===== src/hw/rtl/http_chunk_parser_defines.svh =====
// ----------------------------------------------------------------------------
// HTTP chunk parser assertion macros
// Concurrent assertion wrappers, compiled out when ASSERT_OFF is defined.
// ----------------------------------------------------------------------------
`ifndef HTTP_CHUNK_PARSER_DEFINES_SVH
`define HTTP_CHUNK_PARSER_DEFINES_SVH

`ifndef ASSERT_OFF
// Check that a property holds on every clock edge outside reset.
`define HCP_ASSERT(lbl, clk, rst_n, prop, msg) \
    lbl: assert property (@(posedge clk) disable iff (!rst_n) (prop)) else $error(msg);
// Check that an expression never holds outside reset.
`define HCP_ASSERT_NEVER(lbl, clk, rst_n, expr, msg) \
    lbl: assert property (@(posedge clk) disable iff (!rst_n) !(expr)) else $error(msg);
`else
`define HCP_ASSERT(lbl, clk, rst_n, prop, msg)
`define HCP_ASSERT_NEVER(lbl, clk, rst_n, expr, msg)
`endif

`endif


===== src/hw/rtl/hcp_pkg.sv =====
// ----------------------------------------------------------------------------
// HTTP chunk parser package
// Item types, parser state codes, character constants and byte classifiers.
// ----------------------------------------------------------------------------
`default_nettype none

package hcp_pkg;

    // Item kinds
    localparam logic KIND_FEED    = 1'b0;
    localparam logic KIND_RESTART = 1'b1;

    // Parser state codes
    localparam logic [2:0] ST_SIZE  = 3'd0;
    localparam logic [2:0] ST_EXT   = 3'd1;
    localparam logic [2:0] ST_CRLF  = 3'd2;
    localparam logic [2:0] ST_DATA  = 3'd3;
    localparam logic [2:0] ST_DONE  = 3'd4;
    localparam logic [2:0] ST_ERROR = 3'd5;

    // Which state a CR LF pair was entered from
    localparam logic [1:0] RET_SIZE = 2'd0;
    localparam logic [1:0] RET_EXT  = 2'd1;
    localparam logic [1:0] RET_DATA = 2'd2;

    // Characters
    localparam logic [7:0] CH_CR   = 8'h0D;
    localparam logic [7:0] CH_LF   = 8'h0A;
    localparam logic [7:0] CH_SEMI = 8'h3B;
    localparam logic [7:0] CH_0    = 8'h30;
    localparam logic [7:0] CH_9    = 8'h39;
    localparam logic [7:0] CH_LA   = 8'h61;
    localparam logic [7:0] CH_LF_A = 8'h66;
    localparam logic [7:0] CH_LZ   = 8'h7A;
    localparam logic [7:0] CH_UA   = 8'h41;
    localparam logic [7:0] CH_UF   = 8'h46;
    localparam logic [7:0] CH_UZ   = 8'h5A;
    localparam logic [3:0] HEX_TEN = 4'd10;

    typedef struct packed {
        logic       kind;
        logic [7:0] in_byte;
    } hcp_in_t;

    typedef struct packed {
        logic       payload_valid;
        logic [2:0] status;
        logic       last_chunk;
    } hcp_out_t;

    typedef struct packed {
        logic [2:0] parse_state;
        logic [1:0] return_state;
        logic       size_seen;
        logic       zero_size;
    } hcp_ctrl_t;

    localparam hcp_ctrl_t CTRL_RESET = '{
        parse_state:  ST_SIZE,
        return_state: RET_SIZE,
        size_seen:    1'b0,
        zero_size:    1'b0
    };

    function automatic logic is_alnum(input logic [7:0] c);
        return ((c >= CH_0) && (c <= CH_9)) || ((c >= CH_LA) && (c <= CH_LZ)) ||
               ((c >= CH_UA) && (c <= CH_UZ));
    endfunction

    function automatic logic is_hex(input logic [7:0] c);
        return ((c >= CH_0) && (c <= CH_9)) || ((c >= CH_LA) && (c <= CH_LF_A)) ||
               ((c >= CH_UA) && (c <= CH_UF));
    endfunction

    function automatic logic [3:0] hex_val(input logic [7:0] c);
        logic [7:0] d;
        d = 8'd0;
        if ((c >= CH_0) && (c <= CH_9)) begin
            d = c - CH_0;
        end else if ((c >= CH_LA) && (c <= CH_LF_A)) begin
            d = c - CH_LA + {4'd0, HEX_TEN};
        end else if ((c >= CH_UA) && (c <= CH_UF)) begin
            d = c - CH_UA + {4'd0, HEX_TEN};
        end
        return d[3:0];
    endfunction

endpackage

`default_nettype wire


===== src/hw/rtl/hcp_step.sv =====
// ----------------------------------------------------------------------------
// HTTP chunk parser step logic
// Next parser state and result for one item, from the current state.
// ----------------------------------------------------------------------------
`default_nettype none

module hcp_step #(
    parameter int SIZE_BITS = 32
) (
    input  hcp_pkg::hcp_in_t       item,
    input  hcp_pkg::hcp_ctrl_t     ctrl,
    input  logic [SIZE_BITS-1:0]   size_cur,
    input  logic [SIZE_BITS-1:0]   count_cur,
    output hcp_pkg::hcp_ctrl_t     ctrl_next,
    output logic [SIZE_BITS-1:0]   size_next,
    output logic [SIZE_BITS-1:0]   count_next,
    output hcp_pkg::hcp_out_t      result
);
    import hcp_pkg::*;

    logic                 keep;
    logic                 size_ovf;
    logic [SIZE_BITS-1:0] size_shifted;
    logic [7:0]           c;

    assign c            = item.in_byte;
    // A new digit overflows exactly when the top nibble is already in use.
    assign size_ovf     = |size_cur[SIZE_BITS-1 -: 4];
    assign size_shifted = {size_cur[SIZE_BITS-5:0], hex_val(c)};

    always_comb begin
        ctrl_next  = ctrl;
        size_next  = size_cur;
        count_next = count_cur;
        keep       = 1'b0;
        if (item.kind == KIND_RESTART) begin
            ctrl_next  = CTRL_RESET;
            size_next  = '0;
            count_next = '0;
        end else begin
            unique case (ctrl.parse_state)
                ST_SIZE: begin
                    priority if (is_alnum(c)) begin
                        if (!is_hex(c) || size_ovf) begin
                            ctrl_next.parse_state = ST_ERROR;
                        end else begin
                            size_next           = size_shifted;
                            ctrl_next.size_seen = 1'b1;
                            if (size_shifted == '0) begin
                                ctrl_next.zero_size = 1'b1;
                            end
                        end
                    end else if (c == CH_SEMI) begin
                        ctrl_next.parse_state = ST_EXT;
                    end else if ((c == CH_CR) && ctrl.size_seen) begin
                        ctrl_next.return_state = RET_SIZE;
                        ctrl_next.parse_state  = ST_CRLF;
                    end else begin
                        ctrl_next.parse_state = ST_ERROR;
                    end
                end
                ST_EXT: begin
                    if (c == CH_CR) begin
                        ctrl_next.return_state = RET_EXT;
                        ctrl_next.parse_state  = ST_CRLF;
                    end
                end
                ST_CRLF: begin
                    if (c != CH_LF) begin
                        ctrl_next.parse_state = ST_ERROR;
                    end else if ((ctrl.return_state == RET_SIZE) ||
                                 (ctrl.return_state == RET_EXT)) begin
                        ctrl_next.parse_state = ST_DATA;
                    end else if (ctrl.return_state == RET_DATA) begin
                        ctrl_next.parse_state = ST_DONE;
                    end else begin
                        ctrl_next.parse_state = ST_ERROR;
                    end
                end
                ST_DATA: begin
                    priority if (count_cur < size_cur) begin
                        keep       = 1'b1;
                        count_next = count_cur + SIZE_BITS'(1);
                    end else if (c == CH_CR) begin
                        ctrl_next.return_state = RET_DATA;
                        ctrl_next.parse_state  = ST_CRLF;
                    end else begin
                        ctrl_next.parse_state = ST_ERROR;
                    end
                end
                ST_DONE: begin
                    ctrl_next = ctrl;
                end
                default: begin
                    ctrl_next.parse_state = ST_ERROR;
                end
            endcase
        end
    end

    assign result = '{
        payload_valid: keep,
        status:        ctrl_next.parse_state,
        last_chunk:    ctrl_next.zero_size
    };

endmodule

`default_nettype wire


===== src/hw/rtl/http_chunk_parser.sv =====
// ----------------------------------------------------------------------------
// HTTP chunk parser
// Byte-serial decoder for one chunk of an HTTP chunked body.
// ----------------------------------------------------------------------------
//
//   Channel | Ports                        | Moves
//   --------+------------------------------+------------------------------------
//   input   | s_valid, s_ready, s_item     | one byte or a restart per item
//   result  | m_valid, m_ready, m_item     | payload flag, status, last chunk
//
// Throughput is one item per cycle while m_ready stays high; an accepted item
// passes the input register, then the result register, on its way to m_item.
// The loop from the parser state registers through hcp_step and back sets
// the cycle time; it holds a SIZE_BITS compare, a zero test and an increment.
// Reset (aresetn low, synchronous) puts the parser in the size state with a
// zero size and count, and empties both registers.
// While m_ready is low a held result stays in the result register; the input register still
// takes one more item, then s_ready drops until the result is taken.
// ----------------------------------------------------------------------------
`default_nettype none
`include "http_chunk_parser_defines.svh"

module http_chunk_parser #(
    parameter int SIZE_BITS = 32
) (
    input  logic              aclk,
    input  logic              aresetn,
    input  logic              s_valid,
    output logic              s_ready,
    input  hcp_pkg::hcp_in_t  s_item,
    output logic              m_valid,
    input  logic              m_ready,
    output hcp_pkg::hcp_out_t m_item
);
    import hcp_pkg::*;

    // Input register
    logic                 in_valid_reg;
    hcp_in_t              in_item_reg;
    // Result register
    logic                 out_valid_reg;
    hcp_out_t             out_item_reg;
    // Parser state
    hcp_ctrl_t            ctrl_reg;
    hcp_ctrl_t            ctrl_next;
    logic [SIZE_BITS-1:0] size_reg;
    logic [SIZE_BITS-1:0] size_next;
    logic [SIZE_BITS-1:0] count_reg;
    logic [SIZE_BITS-1:0] count_next;
    hcp_out_t             result;

    logic s_take;
    logic advance;

    // Terms for the checks at the end
    logic restart_adv;
    logic payload_out;
    logic data_out;
    logic zero_hold;
    logic done_now;
    logic done_hold;

    // Advance the held item into the result register when that slot is free
    // or being emptied this cycle.
    assign advance = in_valid_reg && (!out_valid_reg || m_ready);
    assign s_ready = !in_valid_reg || advance;
    assign s_take  = s_valid && s_ready;

    assign m_valid = out_valid_reg;
    assign m_item  = out_item_reg;

    hcp_step #(
        .SIZE_BITS (SIZE_BITS)
    ) u_step (
        .item       (in_item_reg),
        .ctrl       (ctrl_reg),
        .size_cur   (size_reg),
        .count_cur  (count_reg),
        .ctrl_next  (ctrl_next),
        .size_next  (size_next),
        .count_next (count_next),
        .result     (result)
    );

    // Control and parser state
    always_ff @(posedge aclk) begin
        if (!aresetn) begin
            in_valid_reg  <= 1'b0;
            out_valid_reg <= 1'b0;
            ctrl_reg      <= CTRL_RESET;
            size_reg      <= '0;
            count_reg     <= '0;
        end else begin
            if (s_take) begin
                in_valid_reg <= 1'b1;
            end else if (advance) begin
                in_valid_reg <= 1'b0;
            end
            if (advance) begin
                out_valid_reg <= 1'b1;
                ctrl_reg      <= ctrl_next;
                size_reg      <= size_next;
                count_reg     <= count_next;
            end else if (m_ready) begin
                out_valid_reg <= 1'b0;
            end
        end
    end

    // Payload registers: load on handshake or advance, hold otherwise
    always_ff @(posedge aclk) begin
        if (s_take) begin
            in_item_reg <= s_item;
        end
        if (advance) begin
            out_item_reg <= result;
        end
    end

    assign restart_adv = advance && (in_item_reg.kind == KIND_RESTART);
    assign payload_out = out_valid_reg && out_item_reg.payload_valid;
    assign data_out    = (out_item_reg.status == ST_DATA);
    assign zero_hold   = ctrl_reg.zero_size && !restart_adv;
    assign done_now    = (ctrl_reg.parse_state == ST_DONE);
    assign done_hold   = done_now && !restart_adv;

    // Payload bytes only come out of the data state.
    `HCP_ASSERT(a_payload_in_data, aclk, aresetn, payload_out |-> data_out, "payload outside data")
    // The data counter never passes the declared size.
    `HCP_ASSERT_NEVER(a_count_bound, aclk, aresetn, count_reg > size_reg, "count beyond size")
    // The last-chunk flag stays set until a restart.
    `HCP_ASSERT(a_zero_sticky, aclk, aresetn, zero_hold |=> ctrl_reg.zero_size, "last flag dropped")
    // Done holds until a restart.
    `HCP_ASSERT(a_done_holds, aclk, aresetn, done_hold |=> done_now, "done left early")

endmodule

`default_nettype wire

===== config.mk =====
export PLATFORM = sky130hd
export DESIGN_NAME = http_chunk_parser
export DESIGN_NICKNAME = d
export VERILOG_FILES = /design/src/hw/rtl/hcp_pkg.sv /design/src/hw/rtl/hcp_step.sv /design/src/hw/rtl/http_chunk_parser.sv
export VERILOG_INCLUDE_DIRS = /design/src /design/src/hw/rtl
export SDC_FILE = /design/constraint.sdc
export NUM_CORES = 1
export LEC_CHECK = 0
export BUFFER_PORTS_ARGS = -buffer_cell sky130_fd_sc_hd__buf_2
export CORE_MARGIN = 2
export CORE_UTILIZATION = 45
export CTS_BUF_LIST = sky130_fd_sc_hd__clkbuf_8
export CTS_CLUSTER_SIZE = 24
export DETAILED_ROUTE_END_ITERATION = 12
export PLACE_DENSITY = 0.57
export SYNTH_ARGS = -nofsm -noshare
export SYNTH_HDL_FRONTEND = slang
export SYNTH_SLANG_ARGS = --single-unit

===== constraint.sdc =====
create_clock -name aclk -period 3.32 [get_ports aclk]
set_input_delay 0.166 -clock aclk [delete_from_list [all_inputs] [get_ports aclk]]
set_output_delay 0.166 -clock aclk [all_outputs]
set_load 0.005 [all_outputs]

# After elaboration in Yosys (flattened, before gate mapping)
# Cells that the tools add are included.
# word_totals
ff_bits,87
latch_bits,0
ramBits,0
mem_bits_ro,0
inputBits,13
out_inout_bits,7
wordCells,115
mem_count,0
# op_classes
n_addsub,6
multipliers,0
div_mod_pow,0
n_lt_le_gt_ge,9
eq_ne,16
shifts,0
muxes,36
bitwise,1
reduce_logical,34
# ops
op,count
2-to-1 mux 32 bit,7
adder 32 x 1 -> 32 bit (second input constant),1
<= comparator 8 x 7 -> 1 bit (second input constant),4
logical NOT 32 bit,1
< comparator 32 bit,1
2-to-1 mux 3 bit,7
>= comparator 8 x 7 -> 1 bit (second input constant),2
one-hot mux 3 bit (5 select lines),1
2-to-1 mux 2 bit,7
2-to-1 mux 4 bit,3
nonzero test 2 bit,6
subtractor 4 x 1 -> 4 bit (second input constant),3
2-to-1 mux 5 bit,2
!= test 3 x 2 -> 1 bit (second input constant),3
!= test 3 bit (second input constant),3
adder 4 bit (second input constant),2
== test 8 x 4 -> 1 bit (second input constant),1
== test 8 x 6 -> 1 bit (second input constant),1
>= comparator 8 x 6 -> 1 bit (second input constant),1
<= comparator 8 x 6 -> 1 bit (second input constant),1
logical AND 1 bit,8
logical OR 1 bit,8
!= test 8 x 4 -> 1 bit (second input constant),1
AND reduction 8 bit,1
18 further kinds,27

# Longest topological paths before layout
# Gate-level depths: netlist of run 1.
# logic_depth
ltp_word,11
mapped_depth,12

# Cells and area by module
# From an unflattened synthesis of run 1, not the netlist that was laid out.
# unflattened
cells_unflattened,795
hier_area_um2,6178.4
# modules_own_cells
module,n_inst,cells_each,area_per_inst_um2,seq_area_each_um2
http_chunk_parser,1,331,3414.5,1881.8
hcp_step,1,464,2763.9,0.0

# Least setup slack after synthesis of run 1
# OpenSTA, ideal clock, no wires.
# synth_timing
path_kind,register to register
start,register in_item_reg[0] in the netlist's numbering
end,register size_reg[21]
arrival_time_ns,2.379
required_time_ns,3.203
slack_ns,0.825
stages_incl_launch_ff,11
path_buffers,3
path_cell_list,edfxtp_1 -> ha_1 -> or4b_1 -> and3_1 -> buf_6 -> o2111ai_4 -> nor2_2 -> and2_4 -> buf_6 -> buf_6 -> a22o_1
# synth_between
elab_chain_cells,8
word_cells_on_any_way,22
# synth_rtl
item,line,text
from (decl),http_chunk_parser.sv:39,hcp_in_t in_item_reg;
from (signal assigned),http_chunk_parser.sv:113,in_item_reg <= s_item;
>= comparator 8 x 6 -> 1 bit (tied with other cells),"hcp_pkg.sv:66, hcp_pkg.sv:71",
logical AND 1 bit (on tied branches),"hcp_pkg.sv:66, hcp_pkg.sv:71",
logical OR 1 bit (2 in a row),hcp_pkg.sv:71,return ((c >= CH_0) && (c <= CH_9)) || ((c >= CH_LA) && (c <= CH_LF_A)) ||
logical NOT 1 bit,hcp_step.sv:44,if (!is_hex(c) || size_ovf) begin
logical OR 1 bit,hcp_step.sv:44,
!= test 2 bit (no line),n/a,
AND reduction 4 bit (no line) (*),n/a,
to (signal assigned),http_chunk_parser.sv:102,size_reg <= size_next;
to (decl),http_chunk_parser.sv:46,logic [SIZE_BITS-1:0] size_reg;
# Mark *: on every way between the ends. The rest lies on a longest branch, timed or not.
# A chain may end at the register's enable or synchronous reset.

# Final worst setup path of run 1
# layout_timing
start,register size_reg[2]
end,register count_reg[4]
# layout_between
elab_chain_cells,3
# layout_rtl
item,line,text
< comparator 32 bit,hcp_step.sv:81,priority if (count_cur < size_cur) begin
nonzero test 2 bit (no line),n/a,
AND reduction 3 bit (no line),n/a,
to (signal assigned),http_chunk_parser.sv:103,count_reg <= count_next;
to (decl),http_chunk_parser.sv:48,logic [SIZE_BITS-1:0] count_reg;
# Every way passes these cells.

==> results.cfg, run 1 <==
[min_path]
hold_depth = 3
hold_path_class = input port to flop
hold_start = s_valid

[power]
power.density_mw_per_mm2 = 375
irDropWorstVdd_v = 0.000265
p_leak_nw = 2.04
power_w = 0.00209

[sta]
finalHoldViolCount = 0
maxSlewViolCount = 0
slew_headroom_pct = 47.8
finalSetupViolations = 0
setup_tns_ps = 0
period_share_pct = 91.0
finalClockSkew_ps = 9.92
max_freq_mhz = 331
worst_slew_pin_slew_ps = 783
post-route-min-period_ps = 3020
rsz0062_at_grt = false

[worst_setup_path]
r2r_start = size_reg[2]$_SDFFE_PN0P_
r2r_slack_ps = 300
slowest_delay_ps = 620
cp.required_ps = 3620
crit_slowest_cell = a211o_1
arrival_ps = 3320
crit_path_max_fanout = 20
crit_chain = inv_1 -> ha_1 -> a211oi_1 -> o21ai_1 -> a211oi_1 -> o41ai_1 -> a211o_1 -> buf_4 -> a2111o_1 -> o21ai_0
startpoint = size_reg[2]$_SDFFE_PN0P_
timing.critical_path.mode_cell = a211oi_1
critPathCapture = count_reg[4]$_SDFFE_PN0P_
startpoint_type = flop
end_kind = flop
rr_endpoint = count_reg[4]$_SDFFE_PN0P_
r2r_cells = 10
critical_path_class = flop to flop

[clock_tree]
cts-buffers-inserted = 9
cts.sinks = 87
htree_num_levels = 3
cts_tree = yes
clockRootBuffer = clkbuf_8
clockBufferDepth = 2
clkSlewWorstSetupHoldPaths_ps = 90
clock_latency_ps = 380

[synth]
synth_area_mm2 = 0.00504
yosys.area.top_type = dfxtp_1
ys_warn_count = 0
syn_avg_cell_area_um2 = 8.92
ys_seq_elements = 87
syn_nets = 614
ys_top_cells_by_count = dfxtp_1, nand2_1, inv_1
synthCells = 565
synth_area_leaders = dfxtp_1, ha_1, edfxtp_1
seq_area_frac_synth_pct = 37.3
synth-edff-count = 14
yosysMostFrequentCell = dfxtp_1
synth.top_cell.area_share_pct = 29.0
ys_types = 58
synthArstFlopShare_pct = 0
yosys_most_used_dff = dfxtp_1

[layout]
diodes = 0
drive_gt1_share_pct = 10.8
nets = 636
multi_input_area_mm2 = 0.00282
syn_to_final_growth_pct = 10.8
fillers = 996
regArea_mm2 = 0.00188

[routing]
wl_per_cell_um = 16.8
drtPass1Iterations = 5
drt_iter0_markers = 247
antenna_left = 0
routed_wl_mm = 12.3
drcViolationCount = 0
vias_per_cell = 5.84
vias = 4274

[job]
cap_violations = 0

[grt]
grt_usage_pct = 21.6
grt_start_max_net_pins = 50
grt_remaining_overflow = 0
grt_pass1_vias = 4119
antenna_found_initial = 0
grt_pass1_wl_mm = 20.2

[placement]
port_buffers = 19
hpwl_mm = 8.91
routabilityCongestion = 0.865

[die]
rows = 38
core_mm2 = 0.0109
ios = 20
die_h_um = 110
start_util_pct = 46.3
dieArea_mm2 = 0.0121
die_w_um = 110

[status]
status = finished, final reports clean
## cells in the final DEF, fill, tap and decap left out, drive strengths merged, types with 6 or more instances in the layout
master,synthesis,final
o21ai,19,19
a2111oi,8,8
and3,11,11
buf,18,35
or4,6,6
nand3,14,14
a211oi,6,6
nand2b,21,21
dfxtp,73,73
nor4,11,11
nand4,20,20
nand2,65,65
mux2i,24,24
a21oi,40,40
clkbuf,15,12
a2111o,7,7
inv,42,43
a22o,30,30
ha,36,36
edfxtp,14,14
nor2b,6,6
dlygate4sd3,0,9
nor2,24,24
## layout make-up
type,count,area share [%]
multi-input combinational,402,50.4
inverter,43,2.89
clock buffer,12,2.96
timing repair buffer,44,5.69
clock inverter,4,1.23
sequential,87,33.7
tap,140,3.14
## logic make-up after synthesis
logic type               after synthesis  share of synthesized area (%)
AO/OA/AOI/OAI                        147                           22.0
adder cells (fa/ha/maj)               36                           8.93
buffers and inverters                 76                           6.92
flip-flops                            87                           37.3
multiplexers                          24                           4.76
AND/OR/NAND/NOR                      195                           20.1
## repair_timing
action / in CTS / in global routing
hold buffers: 9 / 0
setup endpoints to repair: 0 / 1
gates resized for setup: 0 / 1
setup buffers: 0 / 0
hold endpoints to repair: 9 / 0
## routing by layer
metal	track usage (%)	vias up	wire length [um]
li1	-	2123	-
met1	28.5	2014	5710
met2	34.6	114	5680
met3	3.32	23	602
met4	10.1	0	321
met5	0	-	0
## worst max-delay path, delay by kind of cell (launching register included)
kind / cells / cell delay (ps)
AO/OA/AOI/OAI: 7 / 1870
adder cells (fa/ha/maj): 1 / 300
buffers and inverters: 2 / 380
flip-flops: 1 / 380
## through the flow
stage	area (um2)	setup WS, ps	cells	hold WS [ps]	utilization (%)
after floorplan	5040	825	565	265	-
after global placement	5260	392	707	343	48.3
after detailed placement	5260	257	707	345	48.3
after CTS	5580	245	732	32.2	51.3
after global routing	5590	15.1	732	57.0	51.3
final	5590	300	732	36.6	51.3
## worst min path at each step
stage,endpoint
floorplan,in_item_reg[0]$_DFFE_PP_
global placement,in_item_reg[0]$_DFFE_PP_
detailed placement,in_item_reg[6]$_DFFE_PP_
CTS,in_valid_reg$_SDFFE_PN0P_
global route,in_valid_reg$_SDFFE_PN0P_
finish,in_valid_reg$_SDFFE_PN0P_
## power breakdown
part | switching (W) | internal, W
registers | 0.0000158 | 0.00108
clock network | 0.000388 | 0.000482
logic | 0.0000790 | 0.0000471
total | 0.000483 | 0.00161
(Power assumes the default switching activity.)
==> inputs of run 2 (changes only) <==
CTS_BUF_LIST = unset   (was sky130_fd_sc_hd__clkbuf_8)
==> results.cfg, run 2 (synthesized netlist as in run 1, its figures left out) <==
[status]
status = finished, final reports clean

[power]
intPower_w = 0.00159
comb_power_share_pct = 6.1
seq_power_share_pct = 53.1
power_switching_share_pct = 23.3
irDropWorstVdd_v = 0.000226
pwr-share-clk_pct = 40.7
power.density_mw_per_mm2 = 371
switching_power_w = 0.000483
p_leak_nw = 2.03

[placement]
place_area_mm2 = 0.00526
port_buffers = 19
hpwl_mm = 8.91
routabilityCongestion = 0.865
dp_cells = 707

[grt]
use_met1_pct = 28.5
grt_usage_pct = 21.6
antenna_found_initial = 0
met2_usage_pct = 34.6
grt_use_met3_pct = 3.32
top_usage_layer = met2
grt_start_max_net_pins = 50
grt_remaining_overflow = 0
grt_pass1_vias = 4118
grt_pass1_wl_mm = 20.2

[layout]
nets = 636
drive_gt1_share_pct = 10.8
fin_area_mm2 = 0.00558
syn_to_final_growth_pct = 10.7
diodes = 0
layout_common_cells = dfxtp_1, nand2_1, inv_1, a21oi_1, ha_1
final_common_cell = dfxtp_1
finalNonFillerCells = 732

[die]
dieArea_mm2 = 0.0121
start_util_pct = 46.3
rows = 38
die_h_um = 110
die_w_um = 110
ios = 20
core_mm2 = 0.0109

[worst_setup_path]
slowest_delay_ps = 620
worst-path-buf-inv = 2
cp.required_ps = 3620
timing.critical_path.mode_cell = a211oi_1
crit_slowest_cell = a211o_1
crit_chain = inv_1 -> ha_1 -> a211oi_1 -> o21ai_1 -> a211oi_1 -> o41ai_1 -> a211o_1 -> buf_4 -> a2111o_1 -> o21ai_0
end_kind = flop
r2r_slack_ps = 300
r2r_start = size_reg[2]$_SDFFE_PN0P_
startpoint = size_reg[2]$_SDFFE_PN0P_
critical_path_class = flop to flop
arrival_ps = 3320
startpoint_type = flop
critPathTopFamily = compound AO/OA/AOI/OAI gates
crit_path_max_fanout = 20

[sta]
worst_slew_pin_slew_ps = 783
finalHoldViolCount = 0
max_freq_mhz = 331
rsz0062_at_grt = false
finalSetupViolations = 0
finalClockSkew_ps = 8.94
post-route-min-period_ps = 3020
maxSlewViolCount = 0
setup_tns_ps = 0
period_share_pct = 91.0
slew_headroom_pct = 47.8

[clock_tree]
cts-buffers-inserted = 9
clkSlewWorstSetupHoldPaths_ps = 90
clock_latency_ps = 380
cts_tree = yes
clockBufferDepth = 2
cts.sinks = 87
clockRootBuffer = clkbuf_8
htree_num_levels = 3
postCtsSetupBuffers = 0

[min_path]
hold_path_class = input port to flop
hold_start = s_valid

[routing]
drt_iter0_markers = 238
antenna_left = 0
drtPass1Iterations = 4
vias = 4276
routed_wl_mm = 12.3
drcViolationCount = 0
vias_per_cell = 5.84
wl_per_cell_um = 16.8

[job]
cap_violations = 0
-- run 2: changes by cell type in the layout (fill, tap and decap cells not counted), sizes merged --
cell    change
clkbuf      +2
inv         -1
bufinv      -1
-- run 2: path summary, 6_finish.rpt --
check                                                  end  depth (start not counted)
worst min-delay path             in_valid_reg$_SDFFE_PN0P_                          3
worst max register to register   count_reg[4]$_SDFFE_PN0P_                         10
worst max-delay path             count_reg[4]$_SDFFE_PN0P_                         10
worst min register to register  count_reg[31]$_SDFFE_PN0P_                          2
-- run 2: worst min-delay path, delay by kind of cell --
family,cells,cell delay (ps)
buf+inv,1,90
simple gates,1,90
compound gates,1,30
-- run 2: layer usage --
metal  wire (um)  part of all wire (%)  vias to the layer above
met5           0                     0                        -
met1        5710                    46                     2023
met4         321                   2.6                        0
li1            -                     -                     2123
met2        5690                    46                      107
met3         581                   4.7                       23
-- run 2: power by group through the flow --
stage	Combinational [W]	Sequential [W]	Clock, W
final	0.000126	0.00110	0.000843
after global routing	0.000140	0.00110	0.000899
after CTS	0.000125	0.00110	0.000860
after detailed placement	0.000117	0.00112	0
after global placement	0.000115	0.00112	0
after floorplan	0.0000921	0.00112	0
-- run 2: repair_timing --
item / 4_1_cts / 5_1_grt
hold buffers: 9 / 0
setup endpoints to repair: 0 / 1
resized for setup: 0 / 1
hold endpoints to repair: 9 / 0
-- run 2: layout make-up --
class,instances,area (um2)
Fill cell,996,5310
Timing Repair Buffer,44,318
Sequential cell,87,1880
Clock buffer,14,194
Clock inverter,2,35.0
Multi-Input combinational cell,402,2820
Inverter,43,161
Tap cell,140,175
-- run 2: metrics by stage --
step                hold slack (ps)  util (%)  setup slack, ps  total power (W)
floorplan                       265         -              825          0.00121
global placement                343      48.3              392          0.00124
CTS                            32.5      51.2              245          0.00208
global route                   57.3      51.3             15.1          0.00214
finish                         37.4      51.3              299          0.00207
detailed placement              345      48.3              257          0.00124
